==> src/ffla_pkg.sv <==
// Shared types and constants for the frame free list allocator.
// Depends on nothing; every other source file uses it, the RTL by scoped names and the testbench by import.
`default_nettype none

package ffla_pkg;

	// Frame table size and derived widths
	localparam int NUM_FRAMES = 4096;
	localparam int FRAME_W    = $clog2(NUM_FRAMES);
	localparam int CNT_W      = FRAME_W + 1;

	// Fixed field widths of the ports
	localparam int FIELD_W    = 12;
	localparam int CFG_W      = 12;
	localparam int FUNC_W     = 2;
	localparam int CFG_IDX_W  = 1;

	// Width for config arithmetic (start + count, NUM_FRAMES - count)
	localparam int SUM_W = ((CFG_W > FRAME_W) ? CFG_W : FRAME_W) + 2;

	// Operation codes
	localparam logic [FUNC_W-1:0] FUNC_ALLOC = 2'd0;
	localparam logic [FUNC_W-1:0] FUNC_FREE  = 2'd1;
	localparam logic [FUNC_W-1:0] FUNC_INIT  = 2'd2;
	localparam logic [FUNC_W-1:0] FUNC_MARK  = 2'd3;

	// Result status codes
	localparam logic ST_OK      = 1'b0;
	localparam logic ST_NO_FREE = 1'b1;

	// Register indexes
	localparam logic [CFG_IDX_W-1:0] REG_LIST_START = 1'd0;
	localparam logic [CFG_IDX_W-1:0] REG_TOP_RSVD   = 1'd1;

	typedef struct packed {
		logic [FUNC_W-1:0]  func;
		logic [FIELD_W-1:0] frame_index;
		logic               reserved_flag;
	} req_word_t;

	typedef struct packed {
		logic [FIELD_W-1:0] granted_frame;
		logic               status;
	} rsp_word_t;

	// Controller -> datapath commands
	typedef struct packed {
		logic cap;         // capture request word, preset result
		logic rd_link;     // read tables at the link just read (walk)
		logic pop;         // pop head frame
		logic grant;       // write reserved flag of granted frame
		logic res_grant;   // result: granted head frame
		logic res_nofree;  // result: no free frames
		logic free;        // append frame at tail
		logic mark;        // set reserved bit of frame
		logic clr_step;    // clear one reserved bit (after reset)
		logic rsv_step;    // set one top reserved bit (init)
		logic list_init;   // load head/tail/empty from config
		logic link_step;   // write one init link
		logic rsp_load;    // move result into output register
	} cmd_t;

	// Datapath -> controller status
	typedef struct packed {
		logic [FUNC_W-1:0] req_func;
		logic list_empty;
		logic head_rsv;
		logic head_is_tail;
		logic cnt_last;
		logic rsv_none;
		logic list_none;
		logic link_none;
		logic link_last;
	} sts_t;

endpackage

`default_nettype wire

==> src/ffla_ctrl.sv <==
// Controller of the frame free list allocator: sequences the clearing pass,
// the allocate walk, free, mark and init, and owns both handshakes.
// Depends on ffla_pkg.
`default_nettype none

module ffla_ctrl (
	input  wire                  clk,
	input  wire                  arst_n,
	input  wire                  req_valid,
	output logic                 req_ready,
	output logic                 rsp_valid,
	input  wire                  rsp_ready,
	input  wire ffla_pkg::sts_t  sts,
	output ffla_pkg::cmd_t       cmd
);

	localparam logic [3:0] S_CLR       = 4'd0;
	localparam logic [3:0] S_IDLE      = 4'd1;
	localparam logic [3:0] S_CHK       = 4'd2;
	localparam logic [3:0] S_FREE      = 4'd3;
	localparam logic [3:0] S_MARK      = 4'd4;
	localparam logic [3:0] S_INIT_RSV  = 4'd5;
	localparam logic [3:0] S_INIT_LIST = 4'd6;
	localparam logic [3:0] S_INIT_LINK = 4'd7;
	localparam logic [3:0] S_RESP      = 4'd8;

	logic [3:0] state_q;
	logic [3:0] state_nx;
	logic       rsp_valid_q;

	assign req_ready = (state_q == S_IDLE);
	assign rsp_valid = rsp_valid_q;

	// Next state and commands
	always_comb begin
		state_nx = state_q;
		cmd      = '0;
		case (state_q)
			S_CLR: begin
				cmd.clr_step = 1'b1;
				if (sts.cnt_last) begin
					state_nx = S_IDLE;
				end
			end
			S_IDLE: begin
				if (req_valid) begin
					cmd.cap = 1'b1;
					case (sts.req_func)
						ffla_pkg::FUNC_ALLOC: state_nx = sts.list_empty ? S_RESP : S_CHK;
						ffla_pkg::FUNC_FREE:  state_nx = S_FREE;
						ffla_pkg::FUNC_INIT:  state_nx = sts.rsv_none ? S_INIT_LIST : S_INIT_RSV;
						ffla_pkg::FUNC_MARK:  state_nx = S_MARK;
						default:              state_nx = S_RESP;
					endcase
				end
			end
			// one frame popped per cycle; next head is read meanwhile
			S_CHK: begin
				cmd.rd_link = 1'b1;
				cmd.pop     = 1'b1;
				if (!sts.head_rsv) begin
					cmd.grant     = 1'b1;
					cmd.res_grant = 1'b1;
					state_nx      = S_RESP;
				end else if (sts.head_is_tail || sts.cnt_last) begin
					cmd.res_nofree = 1'b1;
					state_nx       = S_RESP;
				end
			end
			S_FREE: begin
				cmd.free = 1'b1;
				state_nx = S_RESP;
			end
			S_MARK: begin
				cmd.mark = 1'b1;
				state_nx = S_RESP;
			end
			S_INIT_RSV: begin
				cmd.rsv_step = 1'b1;
				if (sts.cnt_last) begin
					state_nx = S_INIT_LIST;
				end
			end
			S_INIT_LIST: begin
				cmd.list_init = 1'b1;
				if (sts.list_none || sts.link_none) begin
					state_nx = S_RESP;
				end else begin
					state_nx = S_INIT_LINK;
				end
			end
			S_INIT_LINK: begin
				cmd.link_step = 1'b1;
				if (sts.link_last) begin
					state_nx = S_RESP;
				end
			end
			S_RESP: begin
				if (!rsp_valid_q || rsp_ready) begin
					cmd.rsp_load = 1'b1;
					state_nx     = S_IDLE;
				end
			end
			default: state_nx = S_IDLE;
		endcase
	end

	// State and output word valid
	always_ff @(posedge clk or negedge arst_n) begin
		if (!arst_n) begin
			state_q     <= S_CLR;
			rsp_valid_q <= 1'b0;
		end else begin
			state_q <= state_nx;
			if (cmd.rsp_load) begin
				rsp_valid_q <= 1'b1;
			end else if (rsp_ready) begin
				rsp_valid_q <= 1'b0;
			end
		end
	end

endmodule

`default_nettype wire

==> config.mk <==
export PLATFORM = sky130hd
export DESIGN_NAME = ffla_ctrl
export DESIGN_NICKNAME = d
export VERILOG_FILES = /design/src/ffla_pkg.sv /design/src/ffla_ctrl.sv
export SDC_FILE = /design/constraint.sdc
export NUM_CORES = 1
export LEC_CHECK = 0
export ABC_CLOCK_PERIOD_IN_PS = 2600
export BUFFER_PORTS_ARGS = -buffer_cell sky130_fd_sc_hd__buf_4
export CAP_MARGIN = 20
export CORE_AREA = 2 2 39 41
export CTS_CLUSTER_SIZE = 28
export DETAILED_ROUTE_END_ITERATION = 16
export DIE_AREA = 0 0 41 43
export GPL_TIMING_DRIVEN = 1
export HOLD_SLACK_MARGIN = 0.08
export PLACE_DENSITY = 0.72
export SKIP_LAST_GASP = 1
export SLEW_MARGIN = 20
export SYNTH_ARGS = -nofsm -noshare
export SYNTH_HDL_FRONTEND = slang
export SYNTH_SLANG_ARGS = --single-unit
==> constraint.sdc <==
create_clock -name clk -period 2.6 [get_ports clk]
set_input_delay 0.13 -clock clk [delete_from_list [all_inputs] [get_ports clk]]
set_output_delay 0.13 -clock clk [all_outputs]
set_load 0.02 [all_outputs]
=== Yosys cells after proc, flatten, opt, wreduce, memory -nomap -nowiden ===
Index checks and enable logic that the tools add are counted.

* Register bits after elaboration: 5
* Input bits: 14
* Output and inout bits: 15
* Word-level logic and storage cells: 56

* Equality and inequality tests: 17
* Multiplexer cells: 28
* Reduce and logical (&&, ||, !) cells: 9

{| class="wikitable"
|+ Operators with widths
! cell !! number
|-
| $mux W4 || 9
|-
| $pmux W4 S8 || 1
|-
| $eq A4 B3 Y1 const B || 4
|-
| $pmux W4 S4 || 1
|-
| $mux W1 || 14
|-
| $ne A2 B2 Y1 const B || 5
|-
| $eq A4 B2 Y1 const B || 2
|-
| $reduce_and A6 Y1 || 1
|-
| $mux W5 || 1
|-
| $eq A2 B2 Y1 const B || 2
|-
| $eq A4 B1 Y1 const B || 1
|-
| $eq A4 B4 Y1 const B || 1
|-
| $logic_not A4 Y1 || 1
|-
| $mux W2 || 2
|-
| $logic_or A1 B1 Y1 || 3
|-
| $ne A3 B3 Y1 const B || 1
|-
| $eq A2 B1 Y1 const B || 1
|-
| $logic_not A2 Y1 || 1
|-
| $reduce_bool A2 Y1 || 1
|-
| $reduce_or A2 Y1 || 1
|-
| $logic_not A1 Y1 || 1
|}

=== Longest topological paths before layout ===
* Depth after elaboration: 5
* Gate-level depth with buffers: 5
* Mapped depth without buffers: 4

=== Worst setup path after synthesis ===
OpenSTA, ideal clock, no wires.

* Path kind: register -> output
* From: reg state_q[3]
* To: out cmd[9] in the netlist's numbering
* Data arrival time: 1782 ps
* Required time: 2470 ps
* Setup slack: 688 ps
* Cell stages (with the launch flop): 5
* Path buffers: 2
* Path through: dfrtp_1 > buf_2 > nor4b_2 > nor2b_1 > buf_4

{| class="wikitable"
|+ RTL lines
! element !! RTL line !! RTL
|-
| start: declaration || ffla_ctrl.sv:27 || <nowiki>logic [3:0] state_q;</nowiki>
|-
| start signal: assignment || ffla_ctrl.sv:114 || <nowiki>state_q <= state_nx;</nowiki>
|-
| end: declaration || ffla_ctrl.sv:14 || <nowiki>output ffla_pkg::cmd_t cmd</nowiki>
|}

=== Worst setup path in the final report ===
* From: reg state_q[1]
* To: reg state_q[2]

* Longest elaborated chain between the ends: 3

{| class="wikitable"
|+ RTL lines
! element !! RTL line !! RTL
|-
| $eq A4 B2 Y1 (tied with other cells) || ffla_ctrl.sv:38 || <nowiki>case (state_q)</nowiki>
|-
| $reduce_or A2 Y1 (no source line) (tied with other cells) || -- ||
|-
| $pmux W4 S8 or $reduce_and A6 Y1 (tied branches) || -- ||
|}

Several ways; a longest one is shown, not always the timed one.
A chain may end at the register's enable or synchronous reset.

==> out/results.txt <==
The run finished with clean final reports. Along the worst path, the maximum fanout reaches 16. The number of buffer and inverter instances along the worst setup path is 0. For this run, design rule violations remaining after detail routing come to 0.

The run gives 0.000699 W as the total power after layout. The arrival time at the worst endpoint came out at 1960 ps. The sequential element share of the synthesized area was 24.2%. Sorting the synthesized cells by area gives the leading types as sky130_fd_sc_hd__dfrtp_1 (24%), sky130_fd_sc_hd__nor2b_1 (6.0%), sky130_fd_sc_hd__nor4b_2 (5.8%). The floorplan step defined a die boundary enclosing 1760 um2.

Max-cap violations in this run came to 0. The number of synthesized register bits is 5, and the worst ir drop on vdd is 0.513 mV. STA classifies the critical path endpoint as a flop. Input and output buffers added on the ports amount to 28. The logs give 518 um2 for the cell area after synthesis and 0 for the yosys synthesis warning count. For the number of hold buffers added after CTS, the log shows 1. The first routing iteration left 6 violations. The initial utilization of the core area, before any placement, comes to 37.4%.

The tools report the number of hold violations in the final report as 0. The library cells used most frequently in the layout, excluding fill and tap cells, are sky130_fd_sc_hd__buf_4 (28), sky130_fd_sc_hd__nand2_1 (5), sky130_fd_sc_hd__nor2b_1 (5), sky130_fd_sc_hd__dfrtp_1 (5). Entering global routing, the biggest net connects 17 pins.

In this run, post-CTS repair resized a total of 0 instances. The total routing usage reported by global routing is 15.3%. The most used flip-flop cell after synthesis is sky130_fd_sc_hd__dfrtp_1. The net count of the finished layout is 104. The critical path goes through or3_1, a211o_1, nand4_2, mux2_4. The vias after detailed routing came out at 556.

At the worst endpoint, the required time is 2720 ps. The via count of the first global-routing pass was 482. After layout, the worst setup slack is 763 ps. The final-report max-slew violation count is 0, and the met3 track demand over resource is 3.14%. 0 antenna diodes ended up in the layout. The tools report the cell at the root of the clock tree as sky130_fd_sc_hd__clkbuf_4. From bottom edge to top edge, the die measures 43 um. Cells with a size suffix above 1 make up 41.6% of the layout.

Detailed placement finished with a half-perimeter wire length of 933 um. The area share of the largest cell type after synthesis was 24.2%. The number of routed nets with antenna violations is 0, and the global-route wire length before repair is 1.87 mm. In this run the deepest clock path goes through 2 buffers. For met1 alone, demand over resource in global routing was 19.4%. The number of flops mapped to enable cells by yosys came out at 0. Setup violations remaining at the end of the flow were counted as 0. Leaving out filler cells and counting taps, the final layout contains 105. Tracing the worst setup path back leads to its startpoint at state_q[1].

Among cell families on the critical path, the largest total delay comes from simple AND/OR/NAND/NOR gates. The tools report the startpoint kind of the worst setup timing path as a flop. In this run the worst hold path is classified as input port to async pin. The worst slew margin relative to its limit was 68.3%; the die outline width was 41 um. Once placement completed, the tool counted placed cells totaling 100. The tools report the achievable clock frequency as 0.544 GHz. The worst register-to-register path begins at state_q[1].

The number of clock buffers added by TritonCTS is 3. The area growth from synthesis to layout is 43.5%. The final weighted congestion in routability-driven placement is 0.780, and the gate count after technology mapping is 62. At the pin with the least slew margin, the transition time is 474 ps. The synthesized area divided by synthesized cell count was 8.35 um2. The critical path is of the flop to flop type. The count of pins on the block boundary came out at 29.

The most common library cell in the layout ignoring fill and taps was sky130_fd_sc_hd__buf_4. The distinct cell type count of the synthesized netlist was 33. The number of H-tree levels came out at 1.

For this run, the slowest stage of the critical path takes 520 ps. The layer with the highest usage is met2. TritonCTS built the clock tree. Once the clock tree was built, the setup fixing pass inserted 0 buffers. The tools report the net count after synthesis as 76.

The total overflow left after global routing is 0. Row generation in the floorplan step produced 14 rows. Slowest cell on the critical path: sky130_fd_sc_hd__dfrtp_1.

Setup repair after global routing left no endpoint under its margin. The leakage power of the design came out at 0.350 nW. The logs give 25.0% for the global-route track usage on met2 and 0 for the initial antenna violation count.

The final critical-path required period is 1840 ps. In this run the power density over the cells is 941 nW/um2. The clock arrives with 0.115 ps of skew. For this run, the detailed router's first-pass iteration total came to 3. At the later pin of the worst-skew pair, clock insertion delay measures 230 ps. Final critical-path share of the clock period: 70.7%. Clock-pin slew was measured on the worst setup and hold paths at 40 ps.

For the minimum setup slack after placement, the log shows 762 ps. Setup total negative slack on the finished layout was measured at 0 ps. In the routed layout, each cell is associated on average with a via count of 5.30. For this run, asynchronously set or reset flops after synthesis account for 100%. Largest area contributor in the netlist: sky130_fd_sc_hd__dfrtp_1.

The overall routed net length was 1.15 mm; the detail-routed net length per standard cell was 11.0 um. The tools report the core area as 1380 um2. Counting every sink on the clock net gives 5.
[power by group]
| part | internal [W] | switching [W] | total [W] |
|---|---|---|---|
| logic | 0.000212 | 0.000209 | 0.000421 |
| registers | 0.000108 | 0.0000827 | 0.000190 |
| clock network | 0.0000579 | 0.0000298 | 0.0000877 |
[worst paths after layout]
kind | endpoint | slack, ps | cells after the start
worst min-delay path | rsp_valid | 230 | 2
worst max register to register | state_q[2] | 760 | 4
worst min register to register | rsp_valid | 700 | 2
min in group clk | state_q[3] | 230 | 4
worst max-delay path | state_q[2] | 760 | 4
max in group asynchronous | state_q[1] | 2270 | 2
[registers in the layout, summed over array words and instances, names as in the netlist]
signal,count
state_q,4
rsp_valid,1
[cell type report]
type	count	area (um2)
Clock buffer	4	26.3
Multi-Input combinational cell	49	344
Tap cell	16	20.0
Timing Repair Buffer	29	220
Fill cell	125	641
Sequential cell	5	125
Inverter	2	7.51
[through the flow]
step                hold WS [ps]  area, um2  utilization, %
floorplan                   -166        518               -
global placement           -66.7        707            51.1
detailed placement         -66.2        707            51.1
CTS                          222        743            53.7
global route                 227        743            53.7
finish                       229        743            53.7
[cells in the mapped netlist (2+ instances only)]
| master | number |
|---|---|
| sky130_fd_sc_hd__buf_2 | 3 |
| sky130_fd_sc_hd__buf_4 | 2 |
| sky130_fd_sc_hd__dfrtp_1 | 5 |
| sky130_fd_sc_hd__inv_1 | 2 |
| sky130_fd_sc_hd__mux2i_1 | 2 |
| sky130_fd_sc_hd__nand2_1 | 5 |
| sky130_fd_sc_hd__nand3b_1 | 2 |
| sky130_fd_sc_hd__nor2_1 | 4 |
| sky130_fd_sc_hd__nor2b_1 | 5 |
| sky130_fd_sc_hd__nor3_1 | 4 |
| sky130_fd_sc_hd__nor4b_1 | 2 |
| sky130_fd_sc_hd__nor4b_2 | 2 |
| sky130_fd_sc_hd__o21ai_0 | 4 |
[kinds of logic after synthesis]
family	share of synthesized area, %
AO/OA/AOI/OAI	12.8
flip-flops	24.2
multiplexers	8.94
AND/OR/NAND/NOR	43.0
buffers and inverters	9.42
XOR/XNOR	1.69
[metal layers]
metal | vias to the layer above | part of all wire, %
li1 | 278 | -
met1 | 262 | 44
met2 | 16 | 50
met3 | 0 | 5.5
met4 | 0 | 0
met5 | - | 0
[worst register-to-register path, delay by kind of cell, from the launching register on]
family             cells  cell delay (ps)
AOI/OAI and AO/OA      1              310
and+or+nand+nor        2              570
muxes                  1              310
DFF                    1              520
No activity file was read; power rests on OpenSTA's default activity.
